--- src/sv/rvig_pkg.sv ---
// Shared constants, register codes and width helpers for the radial vignette pixel block.
// Used by every module of the block. It has no dependencies of its own.
`timescale 1ns / 1ps

package rvig_pkg;

    // These field widths are set by the pixel and register formats.
    localparam int COORD_W   = 12;
    localparam int CHAN_W    = 8;
    localparam int CFG_DIM_W = 13;
    localparam int STR_W     = 16;
    localparam int CFG_IDX_W = 2;
    localparam int CFG_DAT_W = 16;

    // The offset magnitude |2*pos - dim| always fits in one bit more than a coordinate.
    localparam int MAG_W = COORD_W + 1;
    localparam int SQ_W  = 2 * MAG_W;
    localparam int R2_W  = SQ_W + 1;

    // The strength is Q4.12 and the factor is Q1.16. Scaling by 16 lifts the strength to Q.16.
    localparam int FRAC_W    = 16;
    localparam int STR_SHIFT = 4;
    localparam int QUO_W     = FRAC_W;
    localparam int FAC_W     = FRAC_W + 1;
    localparam int NUM_W     = STR_W + R2_W + STR_SHIFT;

    localparam logic [FAC_W-1:0] FACTOR_ONE    = FAC_W'(1) << FRAC_W;
    localparam logic [STR_W-1:0] BYPASS_BELOW  = STR_W'(5);
    localparam int               MAX_DIM_DEF   = 4096;

    // These are the configuration register indexes.
    localparam logic [CFG_IDX_W-1:0] REG_WIDTH    = CFG_IDX_W'(0);
    localparam logic [CFG_IDX_W-1:0] REG_HEIGHT   = CFG_IDX_W'(1);
    localparam logic [CFG_IDX_W-1:0] REG_STRENGTH = CFG_IDX_W'(2);

    // This gives the width of a clamped image dimension. A register value never exceeds 8191.
    function automatic int dim_width(input int max_dim);
        int w;
        begin
            if (max_dim >= (1 << CFG_DIM_W) - 1)
            begin
                w = CFG_DIM_W;
            end
            else
            begin
                w = $clog2(max_dim + 1);
            end
            return w;
        end
    endfunction

endpackage

--- src/sv/rvig_chan_lane.sv ---
// One colour lane. It scales a channel byte by the Q1.16 vignette factor and truncates it.
// It has one register stage and depends on rvig_pkg.
`timescale 1ns / 1ps

module rvig_chan_lane (
    input  logic                        clk,
    input  logic [rvig_pkg::CHAN_W-1:0] chan,
    input  logic [rvig_pkg::FAC_W-1:0]  factor,
    output logic [rvig_pkg::CHAN_W-1:0] scaled
);

    import rvig_pkg::*;

    localparam int PROD_W = CHAN_W + FAC_W;

    logic [PROD_W-1:0] prod;
    logic [CHAN_W-1:0] scaled_reg;

    // The factor is at most one, so the product shifted right by 16 still fits in a byte.
    assign prod = PROD_W'(chan) * PROD_W'(factor);

    always_ff @(posedge clk)
    begin
        scaled_reg <= prod[FRAC_W+CHAN_W-1:FRAC_W];
    end

    assign scaled = scaled_reg;

endmodule
--- config.mk ---
export PLATFORM = sky130hd
export DESIGN_NAME = rvig_chan_lane
export DESIGN_NICKNAME = d
export VERILOG_FILES = /design/src/sv/rvig_pkg.sv /design/src/sv/rvig_chan_lane.sv
export SDC_FILE = /design/constraint.sdc
export NUM_CORES = 1
export LEC_CHECK = 0
export ABC_CLOCK_PERIOD_IN_PS = 4800
export BUFFER_PORTS_ARGS = -buffer_cell sky130_fd_sc_hd__clkbuf_2
export CELL_PAD_IN_SITES_DETAIL_PLACEMENT = 0
export CELL_PAD_IN_SITES_GLOBAL_PLACEMENT = 2
export CORE_MARGIN = 5
export CORE_UTILIZATION = 40
export CTS_CLUSTER_SIZE = 16
export DETAILED_ROUTE_END_ITERATION = 16
export PLACE_DENSITY_LB_ADDON = 0.12
export REMOVE_ABC_BUFFERS = 1
export SYNTH_ARGS = -nofsm -noshare
export SYNTH_HDL_FRONTEND = slang
export SYNTH_SLANG_ARGS = --single-unit
--- constraint.sdc ---
create_clock -name clk -period 4.8 [get_ports clk]
set_clock_uncertainty 0.15 [all_clocks]
set_input_delay 0.24 -clock clk [delete_from_list [all_inputs] [get_ports clk]]
set_output_delay 0.24 -clock clk [all_outputs]
set_load 0.02 [all_outputs]
==> flow_metrics.env <==
export IMPL_globalplace_congestion=0.760
export IMPL_cp_end_kind="register"
export IMPL_ctsResizeCount=0
export IMPL_dp_cells=611
export IMPL_antenna_found_initial=0
export IMPL_synth_cells=444
export IMPL_io_buffers=33
export IMPL_avgViaCountPerCell=4.82
export IMPL_peakVddDrop_mv=0.152
export IMPL_synth_xor_area_frac=0.0254
export IMPL_p_per_area_nw_per_um2=394
export IMPL_fp_dieW_um=112
export IMPL_synth_cell_types=34
export IMPL_vias=2962
export IMPL_p_leak_nw=2.31
export IMPL_min_period_ps=4450
export IMPL_yosys_top_cells_area="fa_1 43%, and2_1 15%, ha_1 12%"
export IMPL_drive_gt1_frac=0.130
export IMPL_holdWs_ps=392
export IMPL_critical_path_required_ps=4760
export IMPL_rows=37
export IMPL_io_pin_count=34
export IMPL_core_um2=10200
export IMPL_overflow=0
export IMPL_yosys_warnings=0
export IMPL_hp_class="primary input to register"
export IMPL_hold_buffers=0
export IMPL_startpoint_type="primary input"
export IMPL_antenna_cells=0
export IMPL_routed_wl_mm=9.65
export IMPL_worstSetupPathType="primary input to register"
export IMPL_synth_edff_count=0
export IMPL_finalHoldViolations=0
export IMPL_synth_simple_area_share=0.233
export IMPL_numCtsBuffers=3
export IMPL_final_common_cell="and2_1"
export IMPL_layout_area_seq_um2=160
export IMPL_start_util=0.406
export IMPL_fin_cells=614
export IMPL_h_tree_depth=1
export IMPL_ys_seq_area_frac=0.0388
export IMPL_avgSynthCellArea_um2=9.31
export IMPL_die_h_um=112
export IMPL_path_clk_slew_ps=40
export IMPL_fin_crit_sh=0.927
export IMPL_synth_compound_area_frac=0.0627
export IMPL_post_drt_wl_per_cell_um=15.7
export IMPL_synthArstFlopShare=0
export IMPL_grt_pass1_wl_mm=16.8
export IMPL_synth_top_family_by_area="adder cells"
export IMPL_clock_fmax_mhz=225
export IMPL_grt_pass1_vias=3320
export IMPL_slew_limit_headroom=0.686
export IMPL_yosys_area_top_type="fa_1"
export IMPL_finalSetupTns_ps=0
export IMPL_cts_setup_buffers=0
export IMPL_layout_common_cells="97 x and2_1, 94 x inv_1, 88 x fa_1"
export IMPL_drcViolationCount=0
export IMPL_synth_adder_area_share=0.547
export IMPL_clockBufferDepth=2
export IMPL_first_pass_iters=6
export IMPL_final_nets=634
export IMPL_crit_arrival_ps=4400
export IMPL_final_setup_viol_count=0
export IMPL_dpl_hpwl_mm=8.35
export IMPL_largest_reg_flops=8
export IMPL_synthMuxAreaShare=0
export IMPL_cts_root_buffer="clkbuf_8"
export IMPL_ant_nets=0
export IMPL_grt_max_degree=18
export IMPL_cts_sinks=8
export IMPL_grt_setup_unrepaired="no"
export IMPL_drv_cap=0
export IMPL_drv_slew=0
export IMPL_cp_max_fo=15
export IMPL_grt_usage=0.164
export IMPL_syn_cell_area_um2=4130
export IMPL_fillers=1055
export IMPL_cts_tree="built"
export IMPL_die_area_um2=12500
export IMPL_multi_input_area_um2=3590
export IMPL_synth_top_area_frac=0.426
export IMPL_synthToLayoutAreaGrowth_pct=9.48
export IMPL_worst_slew_pin_slew_ps=471
export IMPL_outcome="complete, no violations"
export IMPL_synth_seq_cells=8
export IMPL_synth_ff_type="dfxtp_1"
export IMPL_first_iter_violations=71
[kinds of logic after synthesis]
group,Yosys count
simple gates,163
fa+ha+maj,128
buf+inv,102
compound gates,31
xor+xnor,12
flops,8
[cell type report]
cell class / instances / area share
Clock buffer: 3 / 0.00913
Timing Repair Buffer: 39 / 0.0465
Inverter: 94 / 0.0780
Sequential cell: 8 / 0.0354
Multi-Input combinational cell: 334 / 0.793
Tap cell: 136 / 0.0376
[routing by layer]
layer  vias up  share of wire  track usage
li1       1408              -            -
met1      1520           0.41        0.205
met2        34           0.57        0.323
met4         0              0      0.00973
met3         0          0.021      0.00978
met5         -              0            0
[synth_stat cells, types with 2 or more instances]
library cell	count
ha_1	40
a21o_1	3
xnor2_1	11
and2_1	97
a21oi_1	12
nor2b_1	2
a31oi_1	3
inv_1	94
fa_1	88
and2_2	10
dfxtp_1	8
nand4_1	2
nor2_1	6
nor3_1	5
clkbuf_1	8
nand2_1	33
and3_1	2
o21ai_0	4
[metrics by stage]
| step | setup slack (ps) | utilization | instance area (um2) | total power [mW] |
|---|---|---|---|---|
| after floorplan | 683 | - | 4100 | 1.35 |
| after global placement | 150 | 0.440 | 4480 | 1.74 |
| after detailed placement | 93.1 | 0.440 | 4480 | 1.75 |
| after CTS | 329 | 0.444 | 4520 | 1.84 |
| after global routing | 87.9 | 0.444 | 4520 | 2.05 |
| final | 351 | 0.444 | 4520 | 1.78 |
[worst paths after layout]
kind	start	endpoint	slack (ps)	depth (start not counted)
worst max-delay path	chan[2]	scaled[7]	350	15
worst min-delay path	factor[16]	scaled[7]	390	4
[where the power goes]
part	leakage [nW]	total [mW]	internal (mW)	switching [mW]
combinational	2.22	1.58	0.672	0.913
clock	0.0216	0.0765	0.0540	0.0225
sequential	0.0675	0.122	0.113	0.00889
total	2.31	1.78	0.839	0.944
[worst max-delay path, cell delays in order]
cell and delay, ps:
clkbuf_2 220, and2_1 230, fa_1 500, fa_1 520
fa_1 550, inv_1 60, fa_1 540, inv_1 50
ha_1 320, a211oi_1 240, nand2_1 90, o221ai_2 180
nand4_1 200, a221o_1 350, xnor2_1 120
No activity file was read; power rests on OpenSTA's default activity.
