File: src/sv/rvig_pkg.sv
// Shared constants, register codes and width helpers for the radial vignette pixel block.
// Used by every module of the block. It has no dependencies of its own.
`timescale 1ns / 1ps

package rvig_pkg;

    // These field widths are set by the pixel and register formats.
    localparam int COORD_W   = 12;
    localparam int CHAN_W    = 8;
    localparam int CFG_DIM_W = 13;
    localparam int STR_W     = 16;
    localparam int CFG_IDX_W = 2;
    localparam int CFG_DAT_W = 16;

    // The offset magnitude |2*pos - dim| always fits in one bit more than a coordinate.
    localparam int MAG_W = COORD_W + 1;
    localparam int SQ_W  = 2 * MAG_W;
    localparam int R2_W  = SQ_W + 1;

    // The strength is Q4.12 and the factor is Q1.16. Scaling by 16 lifts the strength to Q.16.
    localparam int FRAC_W    = 16;
    localparam int STR_SHIFT = 4;
    localparam int QUO_W     = FRAC_W;
    localparam int FAC_W     = FRAC_W + 1;
    localparam int NUM_W     = STR_W + R2_W + STR_SHIFT;

    localparam logic [FAC_W-1:0] FACTOR_ONE    = FAC_W'(1) << FRAC_W;
    localparam logic [STR_W-1:0] BYPASS_BELOW  = STR_W'(5);
    localparam int               MAX_DIM_DEF   = 4096;

    // These are the configuration register indexes.
    localparam logic [CFG_IDX_W-1:0] REG_WIDTH    = CFG_IDX_W'(0);
    localparam logic [CFG_IDX_W-1:0] REG_HEIGHT   = CFG_IDX_W'(1);
    localparam logic [CFG_IDX_W-1:0] REG_STRENGTH = CFG_IDX_W'(2);

    // This gives the width of a clamped image dimension. A register value never exceeds 8191.
    function automatic int dim_width(input int max_dim);
        int w;
        begin
            if (max_dim >= (1 << CFG_DIM_W) - 1)
            begin
                w = CFG_DIM_W;
            end
            else
            begin
                w = $clog2(max_dim + 1);
            end
            return w;
        end
    endfunction

endpackage

File: src/sv/rvig_divider.sv
// This is a pipelined restoring divider with one quotient bit per stage and a saturation flag.
// It computes num / den and flags a quotient at or above 2**QUO_W. It depends on rvig_pkg.
`timescale 1ns / 1ps

module rvig_divider #(
    parameter int NUM_W = 47,
    parameter int DEN_W = 27,
    parameter int QUO_W = 16
) (
    input  logic             clk,
    input  logic [NUM_W-1:0] num,
    input  logic [DEN_W-1:0] den,
    output logic [QUO_W-1:0] quo,
    output logic             sat
);

    import rvig_pkg::*;

    logic [NUM_W-1:0] rem_reg [0:QUO_W];
    logic [DEN_W-1:0] den_reg [0:QUO_W];
    logic [QUO_W-1:0] quo_reg [0:QUO_W];
    logic             sat_reg [0:QUO_W];

    // The entry stage checks for a quotient too large to fit and loads the remainder.
    always_ff @(posedge clk)
    begin
        rem_reg[0] <= num;
        den_reg[0] <= den;
        quo_reg[0] <= '0;
        sat_reg[0] <= (num >= (NUM_W'(den) << QUO_W));
    end

    // Each stage settles one quotient bit, the most significant bit first.
    for (genvar i = 0; i < QUO_W; i++)
    begin : g_stage
        localparam int BIT = QUO_W - 1 - i;

        logic [NUM_W:0]   trial;
        logic [NUM_W-1:0] rem_next;
        logic [QUO_W-1:0] quo_next;

        always_comb
        begin
            trial    = {1'b0, rem_reg[i]} - {1'b0, (NUM_W'(den_reg[i]) << BIT)};
            rem_next = rem_reg[i];
            quo_next = quo_reg[i];
            if (!trial[NUM_W])
            begin
                rem_next      = trial[NUM_W-1:0];
                quo_next[BIT] = 1'b1;
            end
        end

        always_ff @(posedge clk)
        begin
            rem_reg[i+1] <= rem_next;
            den_reg[i+1] <= den_reg[i];
            quo_reg[i+1] <= quo_next;
            sat_reg[i+1] <= sat_reg[i];
        end
    end

    assign quo = quo_reg[QUO_W];
    assign sat = sat_reg[QUO_W];

endmodule

File: config.mk
export PLATFORM = sky130hd
export DESIGN_NAME = rvig_divider
export DESIGN_NICKNAME = d
export VERILOG_FILES = /design/src/sv/rvig_pkg.sv /design/src/sv/rvig_divider.sv
export SDC_FILE = /design/constraint.sdc
export NUM_CORES = 2
export LEC_CHECK = 0
export ABC_AREA = 1
export CORE_ASPECT_RATIO = 0.6
export CORE_UTILIZATION = 30
export DETAILED_ROUTE_END_ITERATION = 7
export DONT_BUFFER_PORTS = 1
export GPL_ROUTABILITY_DRIVEN = 0
export PLACE_DENSITY = 0.41
export SYNTH_ARGS = -nofsm -noshare
export SYNTH_HDL_FRONTEND = slang
export SYNTH_SLANG_ARGS = --single-unit
File: constraint.sdc
create_clock -name clk -period 3.21 [get_ports clk]
set_clock_uncertainty 0.1 [all_clocks]
set_input_delay 0.8025 -clock clk [delete_from_list [all_inputs] [get_ports clk]]
set_output_delay 0.8025 -clock clk [all_outputs]
set_load 0.03 [all_outputs]
==> results.md <==
- The total buffers and inverters traversed by the critical path is 2.
- Summed over all nets, wire length on met2 after detailed routing comes to 95010 um.
- The first-pass GRT wire length is 429300 um.
- In the synthesized netlist, the number of instances is 11247.
- The data required time of the worst path is 3.71 ns.
- The final-report hold violation count came to 0.
- Tracing the worst setup path back leads to its startpoint at den_reg[0][73]$_DFF_P_.
- In the routed design, unresolved DRC markers number 6.
- At the pin with the least slew margin, the transition time is 0.8816 ns.
- The area added between synthesis and finish is 14.05%.
- Of the synthesized area, sequential elements account for 0.3638.
- The worst-case IR drop observed on VDD is 0.3974 mV.
- Entering global routing, the biggest net connects 61 pins.
- The share of synthesized registers carrying an async set or reset is 0.
- The number of sinks on the clock net is 1337.
- The worst path arrival time is 3.59 ns.
- The final antenna-violating net count is 0.
- The number of buffers inserted by port buffering is 0.
- The minimum hold slack is 0.2100 ns.
- The internal portion of the total power is 45.40 mW.
- Setup violations remaining at the end of the flow were counted as 0.
- The initial antenna violation count is 22.
- In the final layout, the share of cells above drive strength 1 is 0.04481.
- Setup repair after global routing left no endpoint under its margin.
- Each instance of the synthesized netlist takes up on average 6.541 um2.
- Pin placement for this block handled 92 I/O pins.
- The remaining max-slew budget at the tightest pin is 0.4060.
- The reg-to-reg startpoint is den_reg[0][73]$_DFF_P_.
- The total chip power is 86.48 mW.
- The initial DRC count is 7421.
- The post-synthesis instance area is 73560 um2.
- The routed length per placed instance is 19.90 um.
- The total routed wire length on the met1 layer is 165300 um.
- Yosys mapped the design onto 53 distinct sky130hd cell types.
- In this design, the stage delay of the slowest critical-path cell is 0.48 ns.
- The buffer count from post-CTS setup fixing is 0.
- The standard cell core area is 243100 um2.
- Subtracting the final worst setup slack from the clock period gives 3.090 ns.
- The highest routed metal layer is met5.
- The category of the worst setup path launch point is a flop.
- Detailed routing placed a total of 31150 um of wire on met3.
- The via count normalized by instance count is 4.691.
- The library cell used most frequently in the layout, excluding fill and tap cells, is sky130_fd_sc_hd__nand2_1.
- Before antenna repair, the detailed router went through 8 iterations.
- The leftover overflow at the end of global routing is 0.
- The endpoint class of the critical path is a flop.
- The HPWL after detailed placement is 250300 um.
- The die is 385.6 um tall.
- The portion of total power attributed to the clock network is 0.213.
- The initialized floorplan defines 140 standard-cell rows.
- The initial standard-cell utilization of the core is 0.3026.
- For this run, the leading register cell type out of synthesis is sky130_fd_sc_hd__dfxtp_1.
- CTS built an H-tree with a depth of 4.
- Summed over all failing endpoints, the final setup total negative slack is 0 ns.
- The number of global-route vias before repair is 64027.
- The signal on the critical path passes through inv_1, ha_1, a21oi_1, o21ai_0, a21oi_1, nor2_1, nor2_1, nand2_4, buf_4, nand3_1, nand2_1.
- The final number of max-transition violations is 0.
- The clock-pin slew on the worst setup and hold paths is 0.07 ns.
- The type of the setup path with the least slack is reg -> reg.
- The leakage power of the design is 43.63 nW.
- The root buffer cell chosen for the clock tree is sky130_fd_sc_hd__clkbuf_16.
- The switching part of the total is 0.4750.
- The routed layout has 69828 vias.
- The overall routed net length is 296200 um.
- The floorplan die area is 247300 um2.
- The slowest library cell on the worst path is sky130_fd_sc_hd__dfxtp_1.
- Leaving out fill and tap cells, the most frequent cells in the layout are sky130_fd_sc_hd__nand2_1, sky130_fd_sc_hd__inv_1, sky130_fd_sc_hd__dfxtp_1.
- The net count after synthesis is 11795.
- TritonCTS built the clock tree.
- The number of clock buffers added by TritonCTS is 152.
- The clock passes through at most 4 buffers.
- Of all nets on the critical path, the largest fanout is 19.
- The switching power total is 41.08 mW.
- Based on the critical path, the design can be clocked at up to 323.6 MHz.
- The cell class contributing the biggest share of worst-path delay is simple AND/OR/NAND/NOR gates.
- The post-route cell area is 83900 um2.
- The number of warning messages in the yosys log is 0.
- The synthesized flop and latch total is 1337.
- The register with the most flip-flops in the layout has 752 of them.
- The final reports fail on DRC.
- The part of the power in registers is 0.299.
- The number of nets in the layout is 12042.
- In the global route stage, overall resource usage came out at 0.2346.
- The period utilization is 0.9626.
- The run finished, with violations left.
- The instance area after placement is 77940 um2.
- The clock network latency to the later pin of the worst-skew pair is 0.83 ns.
- Measured along the x axis, the die boundary spans 641.3 um.
- The worst min-delay path class is reg -> reg.
- The max capacitance violation total is 0.
- In this run the power density over the cells is 1031 nW/um2.
- The number of enable flip-flop cells after synthesis is 0.
- The worst min-delay path startpoint is quo_reg[0][167]$_DFF_P_.
- The share of total power dissipated in combinational logic is 0.488.
worst paths after layout:
| check | to | slack [ns] | depth (start not counted) |
|---|---|---|---|
| hold / removal | quo_reg[0][183]$_DFF_P_ | 0.21 | 0 |
| setup reg to reg | rem_reg[0][177]$_DFF_P_ | 0.12 | 11 |
| hold reg to reg | quo_reg[0][183]$_DFF_P_ | 0.21 | 0 |
| setup / recovery | rem_reg[0][177]$_DFF_P_ | 0.12 | 11 |
cell usage after synthesis (21+ instances only):
| cell type | n | area [um2] |
|---|---|---|
| sky130_fd_sc_hd__a21oi_1 | 376 | 1882 |
| sky130_fd_sc_hd__a21oi_2 | 58 | 508.0 |
| sky130_fd_sc_hd__buf_2 | 31 | 155.2 |
| sky130_fd_sc_hd__buf_4 | 21 | 157.7 |
| sky130_fd_sc_hd__buf_6 | 32 | 360.4 |
| sky130_fd_sc_hd__dfxtp_1 | 1337 | 26770 |
| sky130_fd_sc_hd__ha_1 | 458 | 5731 |
| sky130_fd_sc_hd__inv_1 | 2181 | 8187 |
| sky130_fd_sc_hd__nand2_1 | 3957 | 14850 |
| sky130_fd_sc_hd__nand3_1 | 595 | 2978 |
| sky130_fd_sc_hd__nand3b_1 | 94 | 705.7 |
| sky130_fd_sc_hd__nand4_1 | 116 | 725.7 |
| sky130_fd_sc_hd__nor2_1 | 979 | 3675 |
| sky130_fd_sc_hd__nor2_2 | 22 | 137.6 |
| sky130_fd_sc_hd__nor3_1 | 91 | 455.4 |
| sky130_fd_sc_hd__o21ai_0 | 262 | 1311 |
| sky130_fd_sc_hd__o21ai_1 | 127 | 635.6 |
| sky130_fd_sc_hd__o21bai_1 | 28 | 210.2 |
| sky130_fd_sc_hd__xnor2_1 | 226 | 1979 |
| sky130_fd_sc_hd__xor2_1 | 63 | 551.8 |
per-stage QoR:
stage | std cells | setup slack [ns] | utilization
6_report | 14885 | 0.1202 | 0.3451
5_1_grt | 14877 | 0.001160 | 0.3450
4_1_cts | 14870 | 0.1640 | 0.3449
3_5_place_dp | 14532 | 0.1985 | 0.3206
3_3_place_gp | 14532 | 0.1709 | 0.3206
2_1_floorplan | 11247 | 0.9498 | -
timing repair:
action,CTS,global route
endpoints found under the setup margin,0,14
endpoints found under the hold margin,74,0
hold buffers,74,0
resized for setup,0,4
power groups by stage:
stage / logic (mW) / clock network [mW] / registers [mW]
after CTS: 41.1 / 19.1 / 25.6
after floorplan: 28.1 / 0 / 23.0
final: 42.2 / 18.4 / 25.8
after global routing: 46.7 / 19.8 / 26.1
after detailed placement: 40.8 / 0 / 25.9
after global placement: 40.9 / 0 / 26.1
area by class of cell:
cell class	count	area, um2
diodes	15	37.54
clock buffers	204	4312
clock inverters	60	854.6
fillers	26618	159200
inverters	2197	8259
multi-input cells	7622	37880
flip-flops and latches	1337	26770
well taps	3266	4086
repair buffers	184	1704
cell families (layout without fill, tap and decap cells):
group | Yosys count | after routing | share of synthesized area
AOI/OAI and AO/OA | 900 | 900 | 0.06740
xor gates and xnor gates | 289 | 289 | 0.03441
adders and majority gates | 473 | 473 | 0.08198
buffers and inverters | 2288 | 2645 | 0.1218
DFF | 1337 | 1337 | 0.3638
other | 0 | 15 | 0
and+or+nand+nor | 5960 | 5960 | 0.3306
routing by layer:
metal / vias to the layer above / global-route usage
met1: 32011 / 0.3995
met2: 2708 / 0.2741
met4: 6 / 0.03914
met5: - / 0
met3: 254 / 0.06338
li1: 34849 / -
Power figures use the tool's default switching activity.
