==> src/sv/rvig_pkg.sv <==
// Shared constants, register codes and width helpers for the radial vignette pixel block.
// Used by every module of the block. It has no dependencies of its own.
`timescale 1ns / 1ps

package rvig_pkg;

    // These field widths are set by the pixel and register formats.
    localparam int COORD_W   = 12;
    localparam int CHAN_W    = 8;
    localparam int CFG_DIM_W = 13;
    localparam int STR_W     = 16;
    localparam int CFG_IDX_W = 2;
    localparam int CFG_DAT_W = 16;

    // The offset magnitude |2*pos - dim| always fits in one bit more than a coordinate.
    localparam int MAG_W = COORD_W + 1;
    localparam int SQ_W  = 2 * MAG_W;
    localparam int R2_W  = SQ_W + 1;

    // The strength is Q4.12 and the factor is Q1.16. Scaling by 16 lifts the strength to Q.16.
    localparam int FRAC_W    = 16;
    localparam int STR_SHIFT = 4;
    localparam int QUO_W     = FRAC_W;
    localparam int FAC_W     = FRAC_W + 1;
    localparam int NUM_W     = STR_W + R2_W + STR_SHIFT;

    localparam logic [FAC_W-1:0] FACTOR_ONE    = FAC_W'(1) << FRAC_W;
    localparam logic [STR_W-1:0] BYPASS_BELOW  = STR_W'(5);
    localparam int               MAX_DIM_DEF   = 4096;

    // These are the configuration register indexes.
    localparam logic [CFG_IDX_W-1:0] REG_WIDTH    = CFG_IDX_W'(0);
    localparam logic [CFG_IDX_W-1:0] REG_HEIGHT   = CFG_IDX_W'(1);
    localparam logic [CFG_IDX_W-1:0] REG_STRENGTH = CFG_IDX_W'(2);

    // This gives the width of a clamped image dimension. A register value never exceeds 8191.
    function automatic int dim_width(input int max_dim);
        int w;
        begin
            if (max_dim >= (1 << CFG_DIM_W) - 1)
            begin
                w = CFG_DIM_W;
            end
            else
            begin
                w = $clog2(max_dim + 1);
            end
            return w;
        end
    endfunction

endpackage

==> src/sv/rvig_axis_lane.sv <==
// One axis lane of the radial vignette. It clamps the dimension, forms |2*pos - dim| and
// squares both the offset and the dimension over two register stages. It depends on rvig_pkg.
`timescale 1ns / 1ps

module rvig_axis_lane #(
    parameter int MAX_DIM = 4096,
    parameter int DIM_W   = 13
) (
    input  logic                         clk,
    input  logic [rvig_pkg::COORD_W-1:0]   pos,
    input  logic [rvig_pkg::CFG_DIM_W-1:0] dim_cfg,
    output logic [rvig_pkg::SQ_W-1:0]      mag_sq,
    output logic [2*DIM_W-1:0]             dim_sq
);

    import rvig_pkg::*;

    localparam int DSQ_W = 2 * DIM_W;

    logic [DIM_W-1:0] dim_next;
    logic [MAG_W-1:0] twice;
    logic [MAG_W-1:0] dim_ext;
    logic [MAG_W-1:0] mag_next;
    logic [DIM_W-1:0] dim_reg;
    logic [MAG_W-1:0] mag_reg;
    logic [SQ_W-1:0]  mag_sq_reg;
    logic [DSQ_W-1:0] dim_sq_reg;

    // A zero dimension counts as one and an oversize one counts as the maximum.
    always_comb
    begin
        if (dim_cfg == '0)
        begin
            dim_next = DIM_W'(1);
        end
        else if (32'(dim_cfg) > 32'(MAX_DIM))
        begin
            dim_next = DIM_W'(MAX_DIM);
        end
        else
        begin
            dim_next = DIM_W'(dim_cfg);
        end
    end

    // This is the doubled offset from the image center, as a magnitude.
    assign twice    = {pos, 1'b0};
    assign dim_ext  = MAG_W'(dim_next);
    assign mag_next = (twice >= dim_ext) ? (twice - dim_ext) : (dim_ext - twice);

    // The first stage holds the offset and the dimension.
    always_ff @(posedge clk)
    begin
        mag_reg <= mag_next;
        dim_reg <= dim_next;
    end

    // The second stage holds both squares.
    always_ff @(posedge clk)
    begin
        mag_sq_reg <= SQ_W'(mag_reg) * SQ_W'(mag_reg);
        dim_sq_reg <= DSQ_W'(dim_reg) * DSQ_W'(dim_reg);
    end

    assign mag_sq = mag_sq_reg;
    assign dim_sq = dim_sq_reg;

endmodule

==> config.mk <==
export PLATFORM = sky130hd
export DESIGN_NAME = rvig_axis_lane
export DESIGN_NICKNAME = d
export VERILOG_FILES = /design/src/sv/rvig_pkg.sv /design/src/sv/rvig_axis_lane.sv
export SDC_FILE = /design/constraint.sdc
export NUM_CORES = 1
export LEC_CHECK = 0
export BUFFER_PORTS_ARGS = -buffer_cell sky130_fd_sc_hd__buf_2
export CELL_PAD_IN_SITES_DETAIL_PLACEMENT = 0
export CELL_PAD_IN_SITES_GLOBAL_PLACEMENT = 1
export CORE_UTILIZATION = 45
export DETAILED_ROUTE_END_ITERATION = 6
export PLACE_DENSITY_LB_ADDON = 0.1
export SYNTH_ARGS = -nofsm -noshare
export SYNTH_HDL_FRONTEND = slang
export SYNTH_SLANG_ARGS = --single-unit
==> constraint.sdc <==
create_clock -name clk -period 9.4 [get_ports clk]
set_clock_uncertainty 0.15 [all_clocks]
set_input_delay 1.88 -clock clk [delete_from_list [all_inputs] [get_ports clk]]
set_output_delay 1.88 -clock clk [all_outputs]
set_load 0.05 [all_outputs]
==> implementation parameters, run 1 <==
Parameter                              Value

Synth
  Unique masters post-synth ... 49
  Total of warnings raised by yosys ... 0
  Primary FF master, synth ... sky130_fd_sc_hd__dfxtp_1
  Share of async-settable or async-resettable flops after synthesis ... 0
  Library cell occupying the most area in the post-synthesis netlist ... sky130_fd_sc_hd__fa_1
  Top post-synthesis cells by area ... sky130_fd_sc_hd__fa_1 (32%), sky130_fd_sc_hd__ha_1 (16%), sky130_fd_sc_hd__inv_1 (12%)
  Synthesized area ... ~12,000 µm²
  Number of instances in the synthesized netlist ... about 1,400
  Portion of the post-synthesis area used by sequential elements ... 0.123
  Most frequent cell after synthesis ... sky130_fd_sc_hd__inv_1
  Synthesized area per cell ... ~8.8 µm²
  Most instantiated cells after synthesis ... sky130_fd_sc_hd__inv_1 (402), sky130_fd_sc_hd__fa_1 (194), sky130_fd_sc_hd__ha_1 (159)
  Yosys top cell area share ... 0.321
  Synthesized flop and latch total ... between 70 and 80
  Number of enable flip-flop cells after synthesis ... 0

Setup path
  Endpoint of the worst register-to-register path ... mag_sq[23]
  Data arrival time at the worst-slack endpoint ... roughly 6.1 ns
  Largest driver fanout on the critical path ... 13
  Worst r2r path cells ... 22
  Slowest cell delay on critical path ... 0.64 ns
  CP Class ... reg2reg
  Endpoint kind of the worst setup timing path ... flip-flop
  Worst R2R Start ... mag_reg[8]
  Required arrival time at the worst endpoint ... 9.48 ns
  Register-to-Register Setup Slack ... about 3.4 ns
  Setup crit start kind ... flip-flop
  Library cell contributing the largest single delay on the critical path ... sky130_fd_sc_hd__dfxtp_1
  Kind of cell adding the most delay to the critical path ... adder cells
  Sequence of cells on the critical path ... inv_1 -> nor2_1 -> inv_1 -> fa_1 -> inv_1 -> fa_1 -> inv_1 -> fa_1 -> inv_1 -> fa_1 -> inv_1 -> fa_1 -> inv_1 -> ha_1 -> a21oi_1 -> nor2b_1 -> o21ai_0 -> nand2b_1 -> a31o_2 -> a311oi_1 -> a21oi_1 -> xor2_1
  Buf+Inv Stages, Crit Path ... 7
  Cell repeated most along the worst path ... sky130_fd_sc_hd__inv_1

Route
  Detailed router's first-iteration violation count ... 290
  Average detailed-routed wire length per instance ... approximately 13 µm
  Vias per cell ... between 4 and 5
  DRC violation count after routing ... 7
  ANT nets after route ... 0
  Via total after detailed routing ... 8,568
  Wirelength, routed ... between 20 and 25 mm
  Length of the first detailed-routing pass in iterations ... 7

Run status
  Outcome ... finished with violations
  Violated checks ... DRC

Clock network
  CTS H-tree lvls ... 3
  Reg clk slew, reported paths ... about 0.060 ns
  Number of cells upsized or downsized after cts ... 0
  Number of buffers on the longest clock path ... 2
  Clk Latency, worst-skew pair ... between 0.3 and 0.4 ns
  Number of buffers added to fix hold violations after cts ... 0
  CTS tree ... yes
  Clock Tree Root ... sky130_fd_sc_hd__clkbuf_16
  Number of setup buffers added after CTS ... 0
  Number of CTS-inserted buffers ... 9
  Sinks on the clock net ... 74

Floorplan
  Die outline area ... approximately 28,000 µm²
  Boundary pin count ... roughly 80
  Number of rows in the core area ... 59
  Die Y ... between 150 and 200 µm
  Horizontal extent of the die ... between 150 and 200 µm
  Starting utilization of the core area ... 0.461
  Placeable core region ... 26,200 µm²

Global routing
  Initial antenna violation count ... 0
  Overflow left after global routing ... 0
  Total routing resource utilization after global routing ... 0.184
  Vias in the first global route ... 9,031
  First-pass GRT wire length ... between 40 and 50 mm
  Largest net degree at the start of global routing ... 29

Run
  Number of maximum-capacitance constraint violations ... 0

STA
  Slew margin rel. ... 0.406
  Pin slew with the least headroom to its limit ... roughly 0.9 ns
  Final Slew Violations ... 0
  Max Fclk ... between 150 and 200 MHz
  Fin Setup TNS ... 0 ns
  Clock period minus worst slack ... about 6 ns
  Final setup vio count ... 0
  Post-route clock period utilization ... 0.641
  Final Hold Vio Count ... 0
  RSZ-0062 raised after global routing ... no

Hold path
  Hold path start ... dim_reg[1]
  Hold Crit Endpoint ... dim_sq[2]
  Cell depth of the worst min-delay path ... 1
  Hold WC Path Type ... reg2reg

Final layout
  Fraction of final layout cells with drive strength greater than 1 ... 0.0734
  Layout fillers ... approximately 2,500
  Synth-to-Final Area Change ... 7.38%
  Number of nets in the final layout ... between 1,500 and 2,000
  Antenna diode count ... 0
  Flip-flop count of the largest register, all copies and words added ... 25
  Post-route design area ... between 10,000 and 15,000 µm²
  Fraction of the core area covered by cells at the end of the flow ... 0.495

Placement
  Input/output buffers ... 75
  Placer congestion estimate ... around 0.82
  Post-place instance area ... around 13,000 µm²
  Estimated wirelength of the detail-placed design ... between 20 and 25 mm
per-stage QoR:
stage / instances / setup slack, ns / hold slack (ns)
final: 1766 / 3.37 / 0.572
after floorplan: 1380 / 3.88 / 0.266
after detailed placement: 1750 / 3.38 / 0.568
after CTS: 1766 / 3.35 / 0.572
after global routing: 1766 / 2.91 / 0.620
after global placement: 1750 / 3.46 / 0.544
logic make-up after synthesis:
kind of cell	Yosys count	synth area share
other cells	1	0.000310
simple gates	274	0.109
flops	74	0.123
fa+ha+maj	353	0.486
compound gates	163	0.0902
buf+inv	442	0.139
xor+xnor	61	0.0442
mux	10	0.00890
how the worst max path moves through the flow:
stage               startpoint          to  slack, ns  cells after the start
finish              mag_reg[8]  mag_sq[23]       3.37                     22
global route        mag_reg[8]  mag_sq[23]       2.91                     22
CTS                 mag_reg[5]  mag_sq[23]       3.35                     22
detailed placement  mag_reg[6]  mag_sq[23]       3.38                     22
global placement    mag_reg[3]  mag_sq[23]       3.46                     17
floorplan           mag_reg[3]  mag_sq[23]       3.88                     18
cell usage in the layout (no fill, tap or decap), types with 5 or more instances in the layout:
| master | synthesis | layout |
|---|---|---|
| sky130_fd_sc_hd__and2_1 | 57 | 57 |
| sky130_fd_sc_hd__nand2_1 | 117 | 117 |
| sky130_fd_sc_hd__inv_1 | 402 | 402 |
| sky130_fd_sc_hd__dfxtp_1 | 74 | 74 |
| sky130_fd_sc_hd__xnor2_1 | 39 | 39 |
| sky130_fd_sc_hd__clkinv_2 | 0 | 5 |
| sky130_fd_sc_hd__a211oi_1 | 10 | 10 |
| sky130_fd_sc_hd__o21bai_1 | 15 | 15 |
| sky130_fd_sc_hd__nand3_1 | 9 | 9 |
| sky130_fd_sc_hd__o21a_1 | 6 | 6 |
| sky130_fd_sc_hd__buf_2 | 0 | 75 |
| sky130_fd_sc_hd__xor2_1 | 22 | 22 |
| sky130_fd_sc_hd__a21oi_1 | 51 | 51 |
| sky130_fd_sc_hd__fa_1 | 194 | 194 |
| sky130_fd_sc_hd__o21ai_0 | 20 | 20 |
| sky130_fd_sc_hd__nor3_1 | 9 | 9 |
| sky130_fd_sc_hd__ha_1 | 159 | 159 |
| sky130_fd_sc_hd__and3_1 | 7 | 7 |
| sky130_fd_sc_hd__mux2i_1 | 7 | 7 |
| sky130_fd_sc_hd__nor2_1 | 41 | 41 |
| sky130_fd_sc_hd__a21o_1 | 30 | 30 |
| sky130_fd_sc_hd__nor2b_1 | 15 | 15 |
| sky130_fd_sc_hd__clkbuf_16 | 0 | 9 |
layer usage:
layer,vias to the layer above,global-route usage,share of wire
met5,-,0,0
met4,0,0.0455,0.012
met3,15,0.0164,0.029
met2,113,0.303,0.46
met1,4211,0.261,0.50
li1,4229,-,-
cell type report:
class	instances	area, µm²	area share
Clock inverter	6	33.8	0.00260
Sequential cell	74	1480	0.114
Timing Repair Buffer	75	375	0.0289
Clock buffer	10	229	0.0176
Inverter	402	1510	0.116
Tap cell	335	419	0.0323
Multi-Input combinational cell	864	8940	0.688
worst reg2reg max path: cells and delay by family (launching register included):
| family | cells | cell delay [ns] |
|---|---|---|
| xor gates and xnor gates | 1 | 0.16 |
| adders and majority gates | 6 | 2.95 |
| and+or+nand+nor | 3 | 0.37 |
| DFF | 1 | 0.64 |
| AOI/OAI and AO/OA | 5 | 1.17 |
| buffers and inverters | 7 | 0.49 |
Power of run 1 is left out: the tool's default activity adds up to more than one toggle a clock period on the data nets, which glitch-free logic cannot reach.
==> run 2, diff against run 1 <==
--- a/config.mk
+++ b/config.mk
@@ -8,7 +8,7 @@
 export BUFFER_PORTS_ARGS = -buffer_cell sky130_fd_sc_hd__buf_2
 export CELL_PAD_IN_SITES_DETAIL_PLACEMENT = 0
 export CELL_PAD_IN_SITES_GLOBAL_PLACEMENT = 1
-export CORE_UTILIZATION = 45
+export CORE_UTILIZATION = 44
 export DETAILED_ROUTE_END_ITERATION = 6
 export PLACE_DENSITY_LB_ADDON = 0.1
 export SYNTH_ARGS = -nofsm -noshare
==> constraint.sdc (replaced) <==
create_clock -name clk -period 5.1 [get_ports clk]
set_clock_uncertainty 0.15 [all_clocks]
set_input_delay 1.02 -clock clk [delete_from_list [all_inputs] [get_ports clk]]
set_output_delay 1.02 -clock clk [all_outputs]
set_load 0.05 [all_outputs]
==> implementation parameters, run 2 (synthesis results as in run 1) <==
Parameter                              Value

STA
  Setup slack of the critical path after layout ... -0.0731 ns (was 3.37 ns)
  Final Hold Vio Count ... 0 (unchanged)
  Max Fclk ... 193 MHz (was 166 MHz)
  Slew margin rel. ... 0.658 (was 0.406)
  Pin slew with the least headroom to its limit ... 0.500 ns (was 0.890 ns)
  Final Slew Violations ... 0 (unchanged)
  RSZ-0062 raised after global routing ... yes (was no)
  Post-route clock period utilization ... 1.01 (was 0.641)
  Clock period minus worst slack ... 5.17 ns (was 6.03 ns)
  Final setup vio count ... 9 (was 0)
  Worst slack on hold paths ... 0.426 ns (was 0.572 ns)

Global routing
  Overflow left after global routing ... 0 (unchanged)
  Vias in the first global route ... 9,828 (was 9,031)
  Initial antenna violation count ... 0 (unchanged)
  Largest net degree at the start of global routing ... 14 (was 29)
  First-pass GRT wire length ... 45.1 mm (was 41.4 mm)
  Total routing resource utilization after global routing ... 0.198 (was 0.184)

Clock network
  Reg clk slew, reported paths ... 0.06 ns (about the same)
  Clk Latency, worst-skew pair ... 0.35 ns (was 0.34 ns)
  Clock Tree Root ... sky130_fd_sc_hd__clkbuf_16 (unchanged)
  Sinks on the clock net ... 74 (unchanged)
  CTS tree ... yes (unchanged)
  Number of CTS-inserted buffers ... 9 (unchanged)
  Number of buffers on the longest clock path ... 2 (unchanged)
  CTS H-tree lvls ... 3 (unchanged)
  Number of buffers added to fix hold violations after cts ... 0 (unchanged)

Final layout
  Antenna diode count ... 0 (unchanged)
  Fraction of final layout cells with drive strength greater than 1 ... 0.290 (was 0.0734)
  Multi-input logic area ... 9770 µm² (was 8940 µm²)
  Number of nets in the final layout ... 1,998 (was 1,805)
  Flip-flop count of the largest register, all copies and words added ... 25 (unchanged)
  Leading cell types in the layout, fill and taps excluded ... sky130_fd_sc_hd__inv_1 (372), sky130_fd_sc_hd__fa_1 (183), sky130_fd_sc_hd__buf_4 (165) (was sky130_fd_sc_hd__inv_1 (402), sky130_fd_sc_hd__fa_1 (194), sky130_fd_sc_hd__ha_1 (159))
  Finished Layout Cells ... 1,964 (was 1,766)
  Synth-to-Final Area Change ... 28.6% (was 7.38%)
  Register cell area after layout ... 1560 µm² (was 1480 µm²)
  Layout fillers ... 2,476 (was 2,533)
  Most common cell after layout, fill and taps aside ... sky130_fd_sc_hd__inv_1 (unchanged)

Setup path
  Slowest cell delay on critical path ... 0.54 ns (was 0.64 ns)
  Worst R2R Start ... mag_reg[6] (was mag_reg[8])
  Worst r2r path cells ... 20 (was 22)
  Endpoint kind of the worst setup timing path ... flip-flop (unchanged)
  Library cell contributing the largest single delay on the critical path ... sky130_fd_sc_hd__fa_2 (was sky130_fd_sc_hd__dfxtp_1)
  Cell repeated most along the worst path ... sky130_fd_sc_hd__fa_1 (was sky130_fd_sc_hd__inv_1)
  Sequence of cells on the critical path ... buf_6 -> nand2_2 -> fa_2 -> fa_1 -> inv_2 -> fa_1 -> fa_1 -> inv_1 -> fa_1 -> inv_2 -> ha_4 -> nor3_4 -> nor2_2 -> a311oi_2 -> o21bai_1 -> a221o_2 -> buf_6 -> o21a_1 -> nor2_1 -> xnor2_1 (was inv_1 -> nor2_1 -> inv_1 -> fa_1 -> inv_1 -> fa_1 -> inv_1 -> fa_1 -> inv_1 -> fa_1 -> inv_1 -> fa_1 -> inv_1 -> ha_1 -> a21oi_1 -> nor2b_1 -> o21ai_0 -> nand2b_1 -> a31o_2 -> a311oi_1 -> a21oi_1 -> xor2_1)
  Endpoint of the worst register-to-register path ... mag_sq[18] (was mag_sq[23])
  Register-to-Register Setup Slack ... -0.07 ns (was 3.37 ns)
  Worst Setup SP ... mag_reg[6] (was mag_reg[8])
  Required arrival time at the worst endpoint ... 5.23 ns (was 9.48 ns)
  Critical path destination ... mag_sq[18] (was mag_sq[23])
  CP Class ... reg2reg (unchanged)
  Largest driver fanout on the critical path ... 6 (was 13)
  Setup crit start kind ... flip-flop (unchanged)
  Data arrival time at the worst-slack endpoint ... 5.31 ns (was 6.11 ns)

Placement
  Estimated wirelength of the detail-placed design ... 21.4 mm (was 20.0 mm)
  Input/output buffers ... 75 (unchanged)
  Placer congestion estimate ... 0.847 (was 0.817)
  Number of cells after detailed placement ... 1,924 (was 1,750)

Route
  Via total after detailed routing ... 9,297 (was 8,568)
  ANT nets after route ... 0 (unchanged)
  Length of the first detailed-routing pass in iterations ... 4 (was 7)
  Detailed router's first-iteration violation count ... 296 (was 290)
  DRC violation count after routing ... 0 (was 7)
  Wirelength, routed ... 25.6 mm (was 23.2 mm)
  Vias per cell ... 4.73 (was 4.85)
  Average detailed-routed wire length per instance ... 13.0 µm (was 13.1 µm)

Floorplan
  Horizontal extent of the die ... 168 µm (was 166 µm)
  Die outline area ... 28,100 µm² (was 27,500 µm²)
  Starting utilization of the core area ... 0.449 (was 0.461)
  Number of rows in the core area ... 60 (was 59)
  Die Y ... 168 µm (was 166 µm)
  Boundary pin count ... 78 (unchanged)
  Placeable core region ... 27,000 µm² (was 26,200 µm²)

Run
  Number of maximum-capacitance constraint violations ... 0 (unchanged)

Run status
  Outcome ... finished with violations (unchanged)
  Violated checks ... setup timing (was DRC)

Hold path
  Hold WC Path Type ... reg2reg (unchanged)
-- run 2: worst min-delay path by stage --
| stage | end | startpoint | cells after the start |
|---|---|---|---|
| after floorplan | dim_sq[0] | mag_reg[0] | 0 |
| after CTS | dim_sq[0] | mag_reg[0] | 1 |
| final | dim_sq[0] | mag_reg[0] | 1 |
| after detailed placement | dim_sq[0] | mag_reg[0] | 1 |
| after global routing | dim_sq[0] | mag_reg[0] | 1 |
| after global placement | dim_sq[0] | mag_reg[0] | 1 |
-- run 2: metal layers --
| metal | track usage | up-vias | routed length [µm] |
|---|---|---|---|
| met4 | 0.0523 | 0 | 376 |
| met5 | 0 | - | 0 |
| met3 | 0.0172 | 22 | 702 |
| li1 | - | 4624 | - |
| met2 | 0.332 | 113 | 12200 |
| met1 | 0.276 | 4538 | 12300 |
-- run 2: critical path, delay by kind of cell (launching register included) --
family	cells	cell delay (ns)
AO/OA/AOI/OAI	4	0.98
XOR/XNOR	1	0.12
adder cells (fa/ha/maj)	6	2.58
buffers and inverters	5	0.46
flip-flops	1	0.40
AND/OR/NAND/NOR	4	0.41
-- run 2: repair_timing --
action                     in CTS  in global routing
setup endpoints to repair      20                 21
setup buffers                  10                 19
cloned                          0                  0
pin swaps                      64                 63
gates resized for setup       118                122
-- run 2: final cells by class --
cell class	instances	area share
inverters	402	0.0974
flip-flops and latches	74	0.100
well taps	341	0.0274
multi-input cells	864	0.629
clock inverters	2	0.00225
clock buffers	13	0.0174
repair buffers	268	0.127
-- run 2: through the flow --
stage	instance area [µm²]	setup TNS, ns	worst slack (ns)	utilization
floorplan	12300	-0.271	-0.103	-
global placement	14100	-4.12	-0.394	0.524
detailed placement	14100	-4.98	-0.423	0.524
CTS	15000	-0.690	-0.147	0.556
global route	15500	-3.21	-0.269	0.577
finish	15500	-0.249	-0.0731	0.577
Power of run 2 is left out for the same reason.
